File: src/rtl/core/esd_pkg.sv
package esd_pkg;

	localparam int unsigned MAX_RESULTS = 3;
	localparam int unsigned CNT_W = $clog2(MAX_RESULTS + 1);

	typedef struct packed {
		logic [7:0] in_byte;
		logic       end_of_string;
	} in_t;

	typedef struct packed {
		logic [7:0] out_byte;
		logic       run_last;
		logic       string_done;
	} out_t;

	typedef struct packed {
		logic [MAX_RESULTS-1:0][7:0] bytes;
		logic [CNT_W-1:0]            count;
		logic                        eos;
	} dec_t;

endpackage

File: src/rtl/core/esd_decode.sv
module esd_decode (
	input  logic          clk,
	input  logic          arst_n,
	input  esd_pkg::in_t  sym,
	input  logic          take,
	output esd_pkg::dec_t res
);

	localparam logic [7:0] CH_BS = 8'h5C;
	localparam logic [7:0] CH_N  = 8'h6E;
	localparam logic [7:0] CH_T  = 8'h74;
	localparam logic [7:0] CH_R  = 8'h72;
	localparam logic [7:0] CH_X  = 8'h78;
	localparam logic [7:0] CH_DQ = 8'h22;
	localparam logic [7:0] CH_SQ = 8'h27;
	localparam logic [7:0] CH_LF = 8'h0A;
	localparam logic [7:0] CH_HT = 8'h09;
	localparam logic [7:0] CH_CR = 8'h0D;

	typedef enum logic [1:0] {
		MODE_TEXT,
		MODE_ESC,
		MODE_HEX0,
		MODE_HEX1
	} mode_t;

	mode_t      mode_q, mode_d;
	logic [7:0] held_q, held_d;

	function automatic logic is_hex(input logic [7:0] c);
		logic r;
		r = 1'b0;
		if (c inside {[8'h30:8'h39], [8'h41:8'h46], [8'h61:8'h66]}) begin
			r = 1'b1;
		end
		return r;
	endfunction

	function automatic logic [3:0] hex_val(input logic [7:0] c);
		logic [3:0] r;
		if (c <= 8'h39) begin
			r = c[3:0];
		end else begin
			r = c[3:0] + 4'd9;
		end
		return r;
	endfunction

	always_comb begin
		logic [7:0]            b;
		logic                  last;
		logic                  do_plain;
		logic [esd_pkg::CNT_W-1:0] n;
		b        = sym.in_byte;
		last     = sym.end_of_string;
		do_plain = 1'b0;
		n        = '0;
		res      = '0;
		mode_d   = MODE_TEXT;
		held_d   = held_q;
		case (mode_q)
			MODE_TEXT: begin
				do_plain = 1'b1;
			end
			MODE_ESC: begin
				case (b)
					CH_N: begin
						res.bytes[n] = CH_LF;
						n = n + 1'b1;
					end
					CH_T: begin
						res.bytes[n] = CH_HT;
						n = n + 1'b1;
					end
					CH_R: begin
						res.bytes[n] = CH_CR;
						n = n + 1'b1;
					end
					CH_BS, CH_DQ, CH_SQ: begin
						res.bytes[n] = b;
						n = n + 1'b1;
					end
					CH_X: begin
						if (last) begin
							res.bytes[n] = CH_X;
							n = n + 1'b1;
						end else begin
							mode_d = MODE_HEX0;
						end
					end
					default: begin
						res.bytes[n] = CH_BS;
						n = n + 1'b1;
						res.bytes[n] = b;
						n = n + 1'b1;
					end
				endcase
			end
			MODE_HEX0: begin
				if (is_hex(b) && !last) begin
					held_d = b;
					mode_d = MODE_HEX1;
				end else begin
					res.bytes[n] = CH_X;
					n = n + 1'b1;
					do_plain = 1'b1;
				end
			end
			MODE_HEX1: begin
				if (is_hex(b)) begin
					res.bytes[n] = {hex_val(held_q), hex_val(b)};
					n = n + 1'b1;
				end else begin
					res.bytes[n] = CH_X;
					n = n + 1'b1;
					res.bytes[n] = held_q;
					n = n + 1'b1;
					do_plain = 1'b1;
				end
			end
			default: begin
				do_plain = 1'b1;
			end
		endcase
		if (do_plain) begin
			if (b == CH_BS && !last) begin
				mode_d = MODE_ESC;
			end else begin
				res.bytes[n] = b;
				n = n + 1'b1;
			end
		end
		if (mode_d != MODE_HEX1) begin
			held_d = '0;
		end
		if (last) begin
			mode_d = MODE_TEXT;
			held_d = '0;
		end
		res.count = n;
		res.eos   = last;
	end

	always_ff @(posedge clk or negedge arst_n) begin
		if (!arst_n) begin
			mode_q <= MODE_TEXT;
			held_q <= '0;
		end else if (take) begin
			mode_q <= mode_d;
			held_q <= held_d;
		end
	end

endmodule

File: src/rtl/core/esd_out_buf.sv
module esd_out_buf (
	input  logic          clk,
	input  logic          arst_n,
	input  esd_pkg::dec_t res,
	input  logic          load,
	output logic          room,
	output logic          decoded_valid,
	input  logic          decoded_stall,
	output esd_pkg::out_t decoded
);

	logic [esd_pkg::MAX_RESULTS-1:0][7:0] slot_q;
	logic [esd_pkg::CNT_W-1:0]            cnt_q;
	logic                                 eos_q;
	logic                                 pop;

	assign decoded_valid = (cnt_q != '0);
	assign pop           = decoded_valid && !decoded_stall;
	assign room          = (cnt_q == '0) ||
		(cnt_q == esd_pkg::CNT_W'(1) && !decoded_stall);

	assign decoded.out_byte    = slot_q[0];
	assign decoded.run_last    = (cnt_q == esd_pkg::CNT_W'(1));
	assign decoded.string_done = (cnt_q == esd_pkg::CNT_W'(1)) && eos_q;

	always_ff @(posedge clk or negedge arst_n) begin
		if (!arst_n) begin
			cnt_q <= '0;
		end else if (load) begin
			cnt_q <= res.count;
		end else if (pop) begin
			cnt_q <= cnt_q - 1'b1;
		end
	end

	always_ff @(posedge clk) begin
		if (load) begin
			slot_q <= res.bytes;
			eos_q  <= res.eos;
		end else if (pop) begin
			for (int i = 0; i < esd_pkg::MAX_RESULTS - 1; i++) begin
				slot_q[i] <= slot_q[i+1];
			end
		end
	end

endmodule

File: src/rtl/core/escape_sequence_decoder.sv
// Decodes C string escapes from a byte stream and accepts one source byte per
// cycle whenever at most one decoded byte is pending and the output is not
// stalled; the decode of a byte is a single combinational pass from the
// escape state into a three-entry result buffer, which drains one byte per
// cycle unless stalled. A byte that yields two or three results (an unknown
// escape or a broken hex escape) therefore holds the source side until only
// its last result remains; a downstream stall holds it while the stall lasts.
module escape_sequence_decoder (
	input  logic          clk,
	input  logic          arst_n,
	input  logic          sym_valid,
	output logic          sym_stall,
	input  esd_pkg::in_t  sym,
	output logic          decoded_valid,
	input  logic          decoded_stall,
	output esd_pkg::out_t decoded
);

	esd_pkg::dec_t res;
	logic          room;
	logic          take;

	assign sym_stall = !room;
	assign take      = sym_valid && room;

	esd_decode u_decode (
		.clk    (clk),
		.arst_n (arst_n),
		.sym    (sym),
		.take   (take),
		.res    (res)
	);

	esd_out_buf u_out_buf (
		.clk           (clk),
		.arst_n        (arst_n),
		.res           (res),
		.load          (take),
		.room          (room),
		.decoded_valid (decoded_valid),
		.decoded_stall (decoded_stall),
		.decoded       (decoded)
	);

	a_stall_blocks_input: assert property (@(posedge clk) disable iff (!arst_n)
		decoded_valid && decoded_stall |-> sym_stall)
		else $error("source accepted while a stalled result is pending");

	a_done_is_run_last: assert property (@(posedge clk) disable iff (!arst_n)
		decoded_valid && decoded.string_done |-> decoded.run_last)
		else $error("string end marked on a byte that does not close its run");

	a_eos_gives_result: assert property (@(posedge clk) disable iff (!arst_n)
		sym_valid && !sym_stall && sym.end_of_string |=> decoded_valid)
		else $error("final byte of a string produced no result");

endmodule
File: config.mk
export PLATFORM = sky130hd
export DESIGN_NAME = escape_sequence_decoder
export DESIGN_NICKNAME = d
export VERILOG_FILES = /design/src/rtl/core/esd_pkg.sv /design/src/rtl/core/esd_decode.sv /design/src/rtl/core/esd_out_buf.sv /design/src/rtl/core/escape_sequence_decoder.sv
export SDC_FILE = /design/constraint.sdc
export NUM_CORES = 1
export LEC_CHECK = 0
export BUFFER_PORTS_ARGS = -buffer_cell sky130_fd_sc_hd__buf_2
export CORE_MARGIN = 4
export CORE_UTILIZATION = 56
export DETAILED_ROUTE_END_ITERATION = 8
export PLACE_DENSITY_LB_ADDON = 0.1
export SLEW_MARGIN = 30
export SYNTH_ARGS = -nofsm -noshare
export SYNTH_HDL_FRONTEND = slang
export SYNTH_HIERARCHICAL = 1
export SYNTH_SLANG_ARGS = --single-unit
File: constraint.sdc
create_clock -name clk -period 3.6 [get_ports clk]
set_input_delay 0.18 -clock clk [delete_from_list [all_inputs] [get_ports clk]]
set_output_delay 0.18 -clock clk [all_outputs]
set_load 0.02 [all_outputs]
## Word level (Yosys, flattened, before mapping)

Cells that the tools add are included.

| cells by class | value |
|---|---|
| $add $sub $neg | 4 |
| magnitude comparators | 9 |
| equality and inequality tests | 12 |
| mux-type cells | 43 |
| bitwise operators | 1 |
| reductions and logical operators | 26 |

Operator list:

| operator | count |
|---|---|
| 16-bit two-way mux | 4 |
| 8-bit two-way mux | 8 |
| 8-bit by 7-bit == test with 1-bit output (second input constant) | 5 |
| 8-bit one-hot mux with 5 select lines | 1 |
| 24-bit bitwise mux | 1 |
| 8-bit one-hot mux with 3 select lines | 1 |
| 2-bit two-way mux | 11 |
| 8-bit demux with 2-bit select | 1 |
| 8-bit by 6-bit == test with 1-bit output (second input constant) | 2 |
| 8-bit by 7-bit greater-or-equal comparator with 1-bit output (second input constant) | 2 |
| 8-bit by 6-bit less-or-equal comparator with 1-bit output (second input constant) | 2 |
| 8-bit by 7-bit less-or-equal comparator with 1-bit output (second input constant) | 2 |
| 8-bit one-hot mux with 2 select lines | 1 |
| 7-bit two-way mux | 2 |
| 1-bit logical AND | 10 |
| 3-bit nonzero test | 3 |
| 4-bit adder (second input constant) | 2 |
| 8-bit by 6-bit greater-or-equal comparator with 1-bit output (second input constant) | 1 |
| 4-bit two-way mux | 2 |
| 2-bit one-hot mux with 2 select lines | 2 |
| 1-bit two-way mux | 7 |
| 7-bit OR reduction | 1 |
| 2-bit one-hot mux with 3 select lines | 1 |
| 6-bit OR reduction | 1 |
| 16 further kinds | 22 |

| storage, ports and cells | value |
|---|---|
| register bits | 37 |
| input port bits | 13 |
| output and inout port bits | 12 |
| word-level logic and storage cells | 102 |

## Depth between registers and ports, before layout

Gate-level depths: netlist of the first run.

| depth | value |
|---|---|
| depth in word-level cells | 16 |
| mapped depth | 15 |
| depth with buffers taken out | 15 |

## Hierarchy

Netlist of the first run, hierarchy kept.

Modules (own cells, without submodules):

| module | instances | cells an instance | area each (µm²) | seq. area each (µm²) |
|---|---|---|---|---|
| esd_decode | 1 | 208 | 1554.0 | 250.2 |
| esd_out_buf | 1 | 70 | 1157.4 | 800.8 |
| escape_sequence_decoder | 1 | 2 | 10.0 | 0.0 |

## Least setup slack after synthesis of the first run

OpenSTA, ideal clock, no wires.

| path | value |
|---|---|
| path type | input-to-reg |
| from | in sym[1] in the netlist's numbering |
| to | reg u_out_buf.slot_q (netlist bit u_out_buf/decoded[4]), data pin |
| setup time | 0.260 ns |
| data arrival time | 2.653 ns |
| required time | 3.340 ns |
| setup slack | 0.687 ns |
| cell stages on the path | 15 |
| path through | inv_1 > ha_1 > nand2_1 > a2111oi_0 > o21ai_0 > o21ai_0 > o21ai_0 > a31oi_1 > inv_1 > ha_1 > and2_4 > buf_6 > o21ai_0 > o21ai_0 > mux2_2 |

RTL lines:

| what | line | RTL |
|---|---|---|
| start: declaration | escape_sequence_decoder.sv:13 | `input esd_pkg::in_t sym,` |
| end signal: assignment | esd_out_buf.sv:38 | `slot_q <= res.bytes;` |
| end signal: indexed assignment | esd_out_buf.sv:42 | `slot_q[i] <= slot_q[i+1];` |
| end: declaration | esd_out_buf.sv:12 | `logic [esd_pkg::MAX_RESULTS-1:0][7:0] slot_q;` |

==> run_results.csv, run 1 <==
group,metric,value,unit
yosys,synth_compound_area_share,19.2,%
global_routing,grt_pass1_vias,2042,
cts,cts.sinks,37,
setup_path,reg2reg_depth,11,
sta,fin_crit_sh,87.0,%
power,worst_ir_drop_vdd,0.000246,V
power,cellLeakagePower,1.16,nW
yosys,synth-seq-cells,37,
setup_path,slowest_stage,"a2111oi_2",
cells_and_area,fin_nets,325,
cells_and_area,layout-drive-gt1-share,22.3,%
cts,cts_max_level,2,
yosys,ys_types,58,
global_routing,grt_max_degree,45,
cts,clk_path_buf_depth,2,
setup_path,critical_path_buf_inv_count,3,
sta,rsz0062_at_grt,"no",
cells_and_area,final_common_cell,"nand2_1",
setup_path,rrSetupSlack,0.72,ns
global_routing,grt.overflow.total,0,
drt,route.met2.wl,2730,um
yosys,synth_simple_gate_area_share,18.4,%
yosys,syn_avg_cell_area,9.72,sq um
hold_path,hp-start,"sym[0]",
sta,max_freq,319,MHz
power,p_per_area,490,mW/mm^2
yosys,synth_top_family_by_area,"compound AO/OA/AOI/OAI gates",
yosys,syn_inst,280,
floorplan,fp.dieW,77.7,um
setup_path,setup.worst_path.class,"input pin to flop",
yosys,synthesis.nets,310,
yosys,synth_area,0.00272,sq mm
setup_path,cp.required,3.64,ns
setup_path,slowest_delay,0.43,ns
floorplan,rows,25,
hold_path,holdPathEnd,"u_out_buf/eos_q$_DFFE_PP_",
cts,post-cts-setup-buffers,0,
floorplan,initial_core_util,57.6,%
drt,wl_per_cell,16.7,um
cts,insertion_delay,0.29,ns
drt,drcViolationCount,0,
yosys,yosys_warnings,6,
sta,setup_tns,0,ns
drt,topRoutingLayerUsed,"met4",
setup_path,end_kind,"flop",
drt,viasPerCell,5.84,
cells_and_area,mostFrequentLayoutCells,"nand2_1 (33), edfxtp_1 (25), buf_2 (24), o21ai_0 (21), inv_1 (20)",
floorplan,core-area,0.00472,sq mm
yosys,synth_edf_count,25,
place,port_buffers,24,
run,drv_cap,0,
floorplan,io-pin-count,25,
setup_path,crit_top_cell,"o21ai_0",
setup_path,critPathLaunchType,"input pin",
floorplan,die_area,0.00604,sq mm
sta,finalCriticalPeriod,3.13,ns
hold_path,hold_path_class,"input pin to flop",
place,dp_hpwl,4460,um
setup_path,arrival,3.17,ns
yosys,ys_seq_area_share,38.6,%
setup_path,crit_family,"compound AO/OA/AOI/OAI gates",
yosys,synth-adder-area-share,7.82,%
drt,met1Wirelength,2850,um
drt,vias,2119,
sta,fin_skew,0.00519,ns
yosys,synth_xor_area_share,1.61,%
cts,cts_tree,"built",
place,routabilityCongestion,0.934,
sta,worst_pin_slew,0.874,ns
setup_path,crit_chain,"buf_2 -> inv_1 -> ha_1 -> nand2_1 -> a2111oi_2 -> o21ai_0 -> o21ai_0 -> o21ai_0 -> a31oi_1 -> inv_1 -> ha_1 -> a32oi_1 -> nand3_1 -> a21oi_1 -> a211oi_1 -> mux2_2",
cts,numCtsBuffers,5,
yosys,ys_async_sr_fraction,32.4,%
setup_path,r2r-start,"u_decode/mode_q[1]$_DFFE_PN0P_",
drt,routed_wl,6040,um
power,power.total,1.44,mW
drt,first_pass_iters,4,
hold_path,hold_depth,1,
global_routing,antenna_found_initial,0,
sta,hold_violations,0,
global_routing,grt_pass1_wl,10300,um
sta,drv_slew,0,
drt,wl_met3,368,um
yosys,synth-main-ff-cell,"edfxtp_1",
setup_path,crit_path_max_fanout,8,
setup_path,r2r-end,"u_out_buf/decoded[8]$_DFFE_PP_",
drt,ant_nets,0,
status,status,"complete, no violations",
sta,setup_viol,0,
drt,drt_iter0_markers,150,
global_routing,grt.total_usage,21.8,%
cells_and_area,syn2layout_area_growth,7.59,%
cells_and_area,antenna_cells,0,
cts,root_buffer,"clkbuf_8",
cts,clk_pin_slew,0.08,ns
floorplan,die_h,77.7,um
sta,maxSlewHeadroom,41.0,%
yosys,synthMuxAreaShare,6.62,%
repair_timing:
action                                  4_1_cts  5_1_grt
hold buffers                                  1        0
endpoints found under the hold margin        12        0
gates resized for setup                       0        2
endpoints found under the setup margin        0        2
flip-flops by register name, indices dropped and copies added, names as in the netlist:
name and cells:
u_out_buf/eos_q 1, u_out_buf/cnt_q 2, u_out_buf/slot_q 16, u_out_buf/decoded 8
u_decode/held_q 8, u_decode/mode_q 2
cell families (layout without fill, tap and decap cells):
group,Yosys count,in the layout
mux,16,16
flops,37,37
simple gates,94,94
compound gates,70,70
xor+xnor,5,5
fa+ha+maj,17,17
buf+inv,41,57
worst max path at each step:
stage,from,to,slack (ns),cells after the start
after floorplan,sym[1],u_out_buf/decoded[4]$_DFFE_PP_,0.69,15
final,sym[1],u_out_buf/decoded[8]$_DFFE_PP_,0.47,16
after CTS,sym[1],u_out_buf/decoded[8]$_DFFE_PP_,0.43,16
after detailed placement,sym[1],u_out_buf/decoded[8]$_DFFE_PP_,0.14,16
after global placement,sym[2],u_out_buf/decoded[8]$_DFFE_PP_,0.24,16
after global routing,sym[1],u_out_buf/decoded[8]$_DFFE_PP_,0.06,16
layout make-up:
class                           count  area [sq um]
Sequential cell                    37          1050
Fill cell                         397          1800
Clock buffer                        5          68.8
Multi-Input combinational cell    202          1470
Inverter                           20          75.1
Tap cell                           67          83.8
Timing Repair Buffer               29           160
Clock inverter                      3          17.5
where the power goes:
| group | switching [mW] | total (mW) | internal (mW) |
|---|---|---|---|
| Combinational | 0.308 | 0.492 | 0.184 |
| Clock | 0.149 | 0.283 | 0.134 |
| Sequential | 0.0341 | 0.661 | 0.627 |
metal layers:
layer / up-vias / track usage [%]
li1: 1038 / -
met1: 996 / 31.1
met2: 76 / 33.4
met3: 9 / 4.06
met4: 0 / 6.58
met5: - / 0
through the flow:
step	cells	hold WS [ns]	util [%]	setup WS, ns	instance area, sq um
5_1_grt	363	0.198	62.0	0.0627	2930
3_3_place_gp	354	0.0822	59.7	0.240	2820
2_1_floorplan	280	-0.116	-	0.687	2720
3_5_place_dp	354	0.0818	59.7	0.137	2820
4_1_cts	363	0.189	61.7	0.431	2920
6_report	363	0.202	62.0	0.467	2930
cell usage after synthesis, types with 3 or more instances:
library cell  instances  share of area (%)
nand2_1              33                4.6
edfxtp_1             25                 28
o21ai_0              21                3.9
inv_1                20                2.8
ha_1                 17                7.8
mux2_2               16                6.6
dfrtp_1              12                 11
nor2_1               11                1.5
a22o_1               10                3.2
buf_4                10                2.8
a21oi_1               9                1.7
and3_1                9                2.1
and2_1                5                1.1
clkbuf_1              5               0.69
nand2b_1              4               0.92
nand3_1               4               0.74
nor2b_1               4               0.92
xnor2_1               4                1.3
a211oi_1              3               0.83
a21o_1                3               0.83
buf_2                 3               0.55
nand4_1               3               0.69
nor3_1                3               0.55
nor3b_1               3               0.83
or4_1                 3               0.83
(Power assumes the default switching activity.)
==> run 2: changes to the inputs <==
--- a/config.mk
+++ b/config.mk
@@ -8,6 +8,8 @@
 export BUFFER_PORTS_ARGS = -buffer_cell sky130_fd_sc_hd__buf_2
 export CORE_MARGIN = 4
 export CORE_UTILIZATION = 56
+export CTS_BUF_LIST = sky130_fd_sc_hd__clkbuf_8
+export CTS_CLUSTER_SIZE = 40
 export DETAILED_ROUTE_END_ITERATION = 8
 export PLACE_DENSITY_LB_ADDON = 0.1
 export SLEW_MARGIN = 30
==> constraint.sdc (replaced) <==
create_clock -name clk -period 3 [get_ports clk]
set_input_delay 0.15 -clock clk [delete_from_list [all_inputs] [get_ports clk]]
set_output_delay 0.15 -clock clk [all_outputs]
set_load 0.02 [all_outputs]
==> run_results.csv, run 2 (synthesis results as in run 1) <==
group,metric,value,unit
place,post_dp_cell_area,0.00303,sq mm
setup_path,crit_family,"simple AND/OR/NAND/NOR gates",
place,dp_hpwl,4910,um
cells_and_area,syn2layout_area_growth,16.9,%
cells_and_area,mostFrequentLayoutCells,"nand2_1 (33), buf_4 (32), edfxtp_1 (25), buf_2 (24), inv_1 (19)",
cts,cts_tree,"built",
sta,worst_pin_slew,0.584,ns
setup_path,r2r-end,"u_out_buf/decoded[6]$_DFFE_PP_",
cells_and_area,antenna_cells,0,
cells_and_area,fill_cells,386,
cells_and_area,largest_reg_flops,16,
sta,hold_violations,0,
status,status,"complete, no violations",
cells_and_area,fin_nets,353,
sta,max_freq,355,MHz
place,port_buffers,24,
drt,vias,2224,
floorplan,die_area,0.00604,sq mm
drt,viasPerCell,5.69,
power,p_switching,0.605,mW
power,p_int,1.24,mW
hold_path,hp-start,"sym[0]",
cts,numCtsBuffers,5,
sta,setup_viol,0,
drt,routed_wl,6460,um
global_routing,grt.overflow.total,0,
setup_path,critPathLaunchType,"input pin",
setup_path,rrSetupSlack,0.24,ns
setup_path,slowest_delay,0.36,ns
power,power_frac_clock,24.1,%
global_routing,grt_max_degree,31,
cts,insertion_delay,0.30,ns
place,dp_slack,-0.251,ns
global_routing,use_met3,3.60,%
hold_path,hold_depth,1,
setup_path,end_kind,"flop",
setup_path,arrival,2.87,ns
global_routing,grt.total_usage,23.0,%
setup_path,crit_top_cell,"nand2_1",
global_routing,gr-max-usage-layer,"met2",
global_routing,grt_pass1_vias,2202,
cts,cts.sinks,37,
drt,ant_nets,0,
sta,fin_ws,0.185,ns
cells_and_area,layout-drive-gt1-share,30.9,%
setup_path,cp.required,3.05,ns
cts,clk_pin_slew,0.09,ns
floorplan,die_h,77.7,um
sta,holdWs,0.170,ns
power,seq_power_share,42.6,%
drt,first_pass_iters,4,
cts,root_buffer,"clkbuf_8",
setup_path,crit_path_max_fanout,8,
power,pwr-share-comb,33.3,%
run,drv_cap,0,
global_routing,grt_pass1_wl,11000,um
hold_path,holdPathEnd,"u_out_buf/eos_q$_DFFE_PP_",
cts,clk_path_buf_depth,2,
cells_and_area,final_common_cell,"nand2_1",
global_routing,antenna_found_initial,0,
global_routing,grtUsageMet1,31.1,%
setup_path,setup.worst_path.class,"input pin to flop",
setup_path,reg2reg_depth,11,
setup_path,critical_path_buf_inv_count,4,
power,p_sw_share,32.8,%
cells_and_area,regMostFlops,"u_out_buf/slot_q",
setup_path,r2r-start,"u_decode/mode_q[1]$_DFFE_PN0P_",
drt,drt_iter0_markers,195,
floorplan,fp.dieW,77.7,um
sta,maxSlewHeadroom,60.9,%
floorplan,core-area,0.00472,sq mm
cells_and_area,final_area,0.00318,sq mm
drt,wl_per_cell,16.5,um
sta,drv_slew,0,
setup_path,crit_chain,"buf_2 -> inv_1 -> buf_4 -> ha_1 -> or3b_1 -> a31oi_2 -> nor3_1 -> nand2_1 -> a31oi_1 -> buf_4 -> ha_1 -> nand2_1 -> nand2_1 -> a22o_1 -> mux2_2",
drt,drcViolationCount,0,
power,worst_ir_drop_vdd,0.000341,V
power,cellLeakagePower,1.30,nW
floorplan,io-pin-count,25,
sta,finalCriticalPeriod,2.81,ns
floorplan,rows,25,
sta,fin_crit_sh,93.8,%
global_routing,met2_usage,37.8,%
cts,cts_max_level,2,
sta,fin_skew,0.0107,ns
setup_path,slowest_stage,"or3b_1",
floorplan,initial_core_util,57.6,%
place,routabilityCongestion,0.935,
hold_path,hold_path_class,"input pin to flop",
power,p_per_area,580,mW/mm^2
==> run 2: per-stage QoR <==
| stage | TNS (ns) | utilization, % | cells | power [mW] |
|---|---|---|---|---|
| 2_1_floorplan | 0 | - | 280 | 1.30 |
| 3_3_place_gp | -1.63 | 64.0 | 381 | 1.41 |
| 3_5_place_dp | -1.69 | 64.1 | 381 | 1.42 |
| 4_1_cts | 0 | 66.8 | 390 | 1.86 |
| 5_1_grt | -0.00871 | 67.4 | 391 | 1.95 |
| 6_report | 0 | 67.4 | 391 | 1.84 |
==> run 2: area by class of cell <==
type	count	area, sq um	area share (%)
tap	67	83.8	2.63
multi-input combinational	202	1490	46.7
inverter	20	75.1	2.36
timing repair buffer	57	370	11.6
clock buffer	5	68.8	2.16
sequential	37	1050	33.0
clock inverter	3	46.3	1.45
==> run 2: worst reg2reg max path: cells and delay by family, from the launching register on <==
family | cells | cell delay [ns]
mux | 1 | 0.29
buf+inv | 2 | 0.27
simple gates | 2 | 0.32
compound gates | 4 | 0.66
fa+ha+maj | 2 | 0.52
flops | 1 | 0.45
==> run 2: how the worst max path moves through the flow <==
stage | startpoint | slack [ns] | end | cells past startpoint
3_5_place_dp | sym[1] | -0.25 | u_out_buf/decoded[6]$_DFFE_PP_ | 17
6_report | sym[2] | 0.19 | u_out_buf/slot_q[12]$_DFFE_PP_ | 15
5_1_grt | sym[1] | -0.007 | u_out_buf/decoded[6]$_DFFE_PP_ | 17
2_1_floorplan | sym[1] | 0.12 | u_out_buf/decoded[4]$_DFFE_PP_ | 15
3_3_place_gp | sym[1] | -0.25 | u_out_buf/decoded[6]$_DFFE_PP_ | 17
4_1_cts | sym[1] | 0.05 | u_out_buf/decoded[6]$_DFFE_PP_ | 17
==> run 2: metal layers <==
layer / up-vias / wire, um
met3: 9 / 322
li1: 1096 / -
met1: 1060 / 2990
met5: - / 0
met2: 59 / 3060
met4: 0 / 80
==> run 2: power by group through the flow <==
stage	clock network, mW	registers (mW)	logic, mW
finish	0.444	0.786	0.614
global route	0.477	0.802	0.673
CTS	0.449	0.789	0.619
detailed placement	0	0.800	0.616
global placement	0	0.795	0.611
floorplan	0	0.789	0.508
==> run 2: what timing repair did <==
| item | CTS | global route |
|---|---|---|
| setup endpoints to repair | 0 | 13 |
| setup buffers | 0 | 1 |
| hold endpoints to repair | 12 | 0 |
| hold buffers | 1 | 0 |
| resized for setup | 0 | 11 |
==> run 3: changes to the inputs <==
--- a/config.mk
+++ b/config.mk
@@ -5,13 +5,14 @@
 export SDC_FILE = /design/constraint.sdc
 export NUM_CORES = 1
 export LEC_CHECK = 0
-export BUFFER_PORTS_ARGS = -buffer_cell sky130_fd_sc_hd__buf_2
 export CORE_MARGIN = 4
 export CORE_UTILIZATION = 56
 export CTS_BUF_LIST = sky130_fd_sc_hd__clkbuf_8
 export CTS_CLUSTER_SIZE = 40
 export DETAILED_ROUTE_END_ITERATION = 8
+export DONT_BUFFER_PORTS = 1
 export PLACE_DENSITY_LB_ADDON = 0.1
+export SKIP_CTS_REPAIR_TIMING = 1
 export SLEW_MARGIN = 30
 export SYNTH_ARGS = -nofsm -noshare
 export SYNTH_HDL_FRONTEND = slang
==> constraint.sdc (replaced) <==
create_clock -name clk -period 2.5 [get_ports clk]
set_input_delay 0.125 -clock clk [delete_from_list [all_inputs] [get_ports clk]]
set_output_delay 0.125 -clock clk [all_outputs]
set_load 0.02 [all_outputs]
==> run_results.csv, run 3 (synthesis results as in run 1) <==
group,metric,value,unit
cts,insertion_delay,0.29,ns
sta,hold_violations,0,
floorplan,die_area,0.00604,sq mm
sta,fin_ws,0.0793,ns
floorplan,rows,25,
cells_and_area,fill_cells,367,
cts,clk_pin_slew,0.07,ns
hold_path,hp-start,"sym[5]",
global_routing,grt.overflow.total,0,
global_routing,grt.total_usage,23.0,%
floorplan,initial_core_util,57.6,%
cts,cts_tree,"built",
setup_path,slowest_stage,"or4_1",
drt,routed_wl,6870,um
setup_path,arrival,2.46,ns
floorplan,fp.dieW,77.7,um
drt,drt_iter0_markers,146,
cells_and_area,regMostFlops,"u_out_buf/slot_q",
sta,max_freq,413,MHz
sta,fin_crit_sh,96.8,%
cells_and_area,layout-drive-gt1-share,32.7,%
cts,clk_path_buf_depth,2,
cts,numCtsBuffers,5,
global_routing,antenna_found_initial,0,
cts,cts_max_level,2,
global_routing,grt_max_degree,30,
cts,cts.sinks,37,
setup_path,end_kind,"flop",
sta,fin_skew,0.00872,ns
place,dp_hpwl,4930,um
setup_path,rrSetupSlack,0.12,ns
drt,ant_nets,0,
sta,worst_pin_slew,0.660,ns
cells_and_area,final_common_cell,"buf_4",
setup_path,crit_path_max_fanout,8,
drt,vias,2245,
floorplan,io-pin-count,25,
run,drv_cap,0,
power,power.total,2.05,mW
floorplan,core-area,0.00472,sq mm
cells_and_area,mostFrequentLayoutCells,"buf_4 (38), nand2_1 (31), edfxtp_1 (25), inv_1 (16), o21ai_0 (15)",
place,dp_slack,-0.232,ns
hold_path,hold_depth,2,
sta,drv_slew,0,
power,p_per_area,617,mW/mm^2
setup_path,crit_chain,"inv_2 -> ha_4 -> buf_4 -> nand2_1 -> or4_1 -> a21o_1 -> nand4_1 -> a21oi_2 -> inv_1 -> ha_1 -> a31oi_2 -> a22o_1 -> mux2_2",
floorplan,die_h,77.7,um
drt,wl_per_cell,18.0,um
power,cellLeakagePower,1.28,nW
sta,maxSlewHeadroom,55.8,%
sta,setup_viol,0,
setup_path,crit_family,"compound AO/OA/AOI/OAI gates",
cells_and_area,final_util,70.3,%
sta,rsz0062_at_grt,"yes",
drt,viasPerCell,5.88,
setup_path,reg2reg_depth,11,
hold_path,holdPathEnd,"u_decode/held_q[4]$_DFFE_PN0P_",
hold_path,hold_path_class,"input pin to flop",
cells_and_area,fin_nets,344,
power,worst_ir_drop_vdd,0.000416,V
cells_and_area,largest_reg_flops,16,
sta,finalCriticalPeriod,2.42,ns
place,routabilityCongestion,0.870,
setup_path,r2r-end,"u_out_buf/decoded[6]$_DFFE_PP_",
cells_and_area,antenna_cells,0,
drt,first_pass_iters,4,
cells_and_area,syn2layout_area_growth,22.0,%
global_routing,grt_pass1_vias,2127,
setup_path,critical_path_buf_inv_count,3,
setup_path,setup.worst_path.class,"input pin to flop",
drt,drcViolationCount,0,
setup_path,r2r-start,"u_decode/mode_q[1]$_DFFE_PN0P_",
setup_path,critPathLaunchType,"input pin",
setup_path,cp.required,2.53,ns
global_routing,grt_pass1_wl,10700,um
cts,root_buffer,"clkbuf_8",
place,port_buffers,0,
setup_path,slowest_delay,0.43,ns
status,status,"complete, no violations",
==> run 3: report_power, final <==
part	switching [mW]	internal (mW)
combinational	0.323	0.264
clock	0.209	0.192
sequential	0.151	0.910
total	0.683	1.37
==> run 3: metal layers <==
metal | vias to the layer above | part of all wire [%] | global-route usage [%] | routed length (um)
li1 | 1082 | - | - | -
met1 | 1099 | 45 | 28.7 | 3080
met2 | 54 | 50 | 40.2 | 3400
met3 | 10 | 3.9 | 3.60 | 266
met4 | 0 | 1.8 | 8.01 | 124
met5 | - | 0 | 0 | 0
==> run 3: how the worst max path moves through the flow <==
| stage | start | end | cells past startpoint |
|---|---|---|---|
| detailed placement | sym[1] | u_out_buf/decoded[6]$_DFFE_PP_ | 15 |
| global placement | sym[1] | u_out_buf/slot_q[13]$_DFFE_PP_ | 13 |
| CTS | u_decode/mode_q[0]$_DFFE_PN0P_ | u_out_buf/decoded[8]$_DFFE_PP_ | 11 |
| finish | sym[1] | u_out_buf/slot_q[11]$_DFFE_PP_ | 13 |
| global route | sym[1] | u_out_buf/decoded[6]$_DFFE_PP_ | 15 |
| floorplan | sym[7] | u_out_buf/decoded[6]$_DFFE_PP_ | 13 |
==> run 3: cell type report <==
class / instances / area, sq um / area share, %
repair buffers: 48 / 397 / 11.9
multi-input cells: 202 / 1630 / 48.9
clock buffers: 5 / 68.8 / 2.07
inverters: 20 / 75.1 / 2.26
clock inverters: 3 / 17.5 / 0.528
well taps: 67 / 83.8 / 2.52
flip-flops and latches: 37 / 1050 / 31.7
==> run 3: stage by stage <==
step / instances / instance area [sq um] / TNS, ns / hold WS, ns
floorplan: 280 / 2810 / -0.547 / -0.171
global placement: 363 / 3040 / -1.83 / -0.170
detailed placement: 363 / 3040 / -2.57 / -0.170
CTS: 371 / 3130 / 0 / -0.481
global route: 382 / 3320 / -0.206 / 0.00198
finish: 382 / 3320 / 0 / 0.0000389
==> run 3: worst reg2reg max path, stage by stage (launching register included) <==
cell      delay [ns]
dfrtp_2         0.44
inv_2           0.09
ha_4            0.14
nand4_1         0.16
a21oi_2         0.18
inv_1           0.09
ha_2            0.20
a32oi_1         0.19
nand3_1         0.16
a21oi_2         0.15
a211oi_1        0.06
mux2_4          0.25
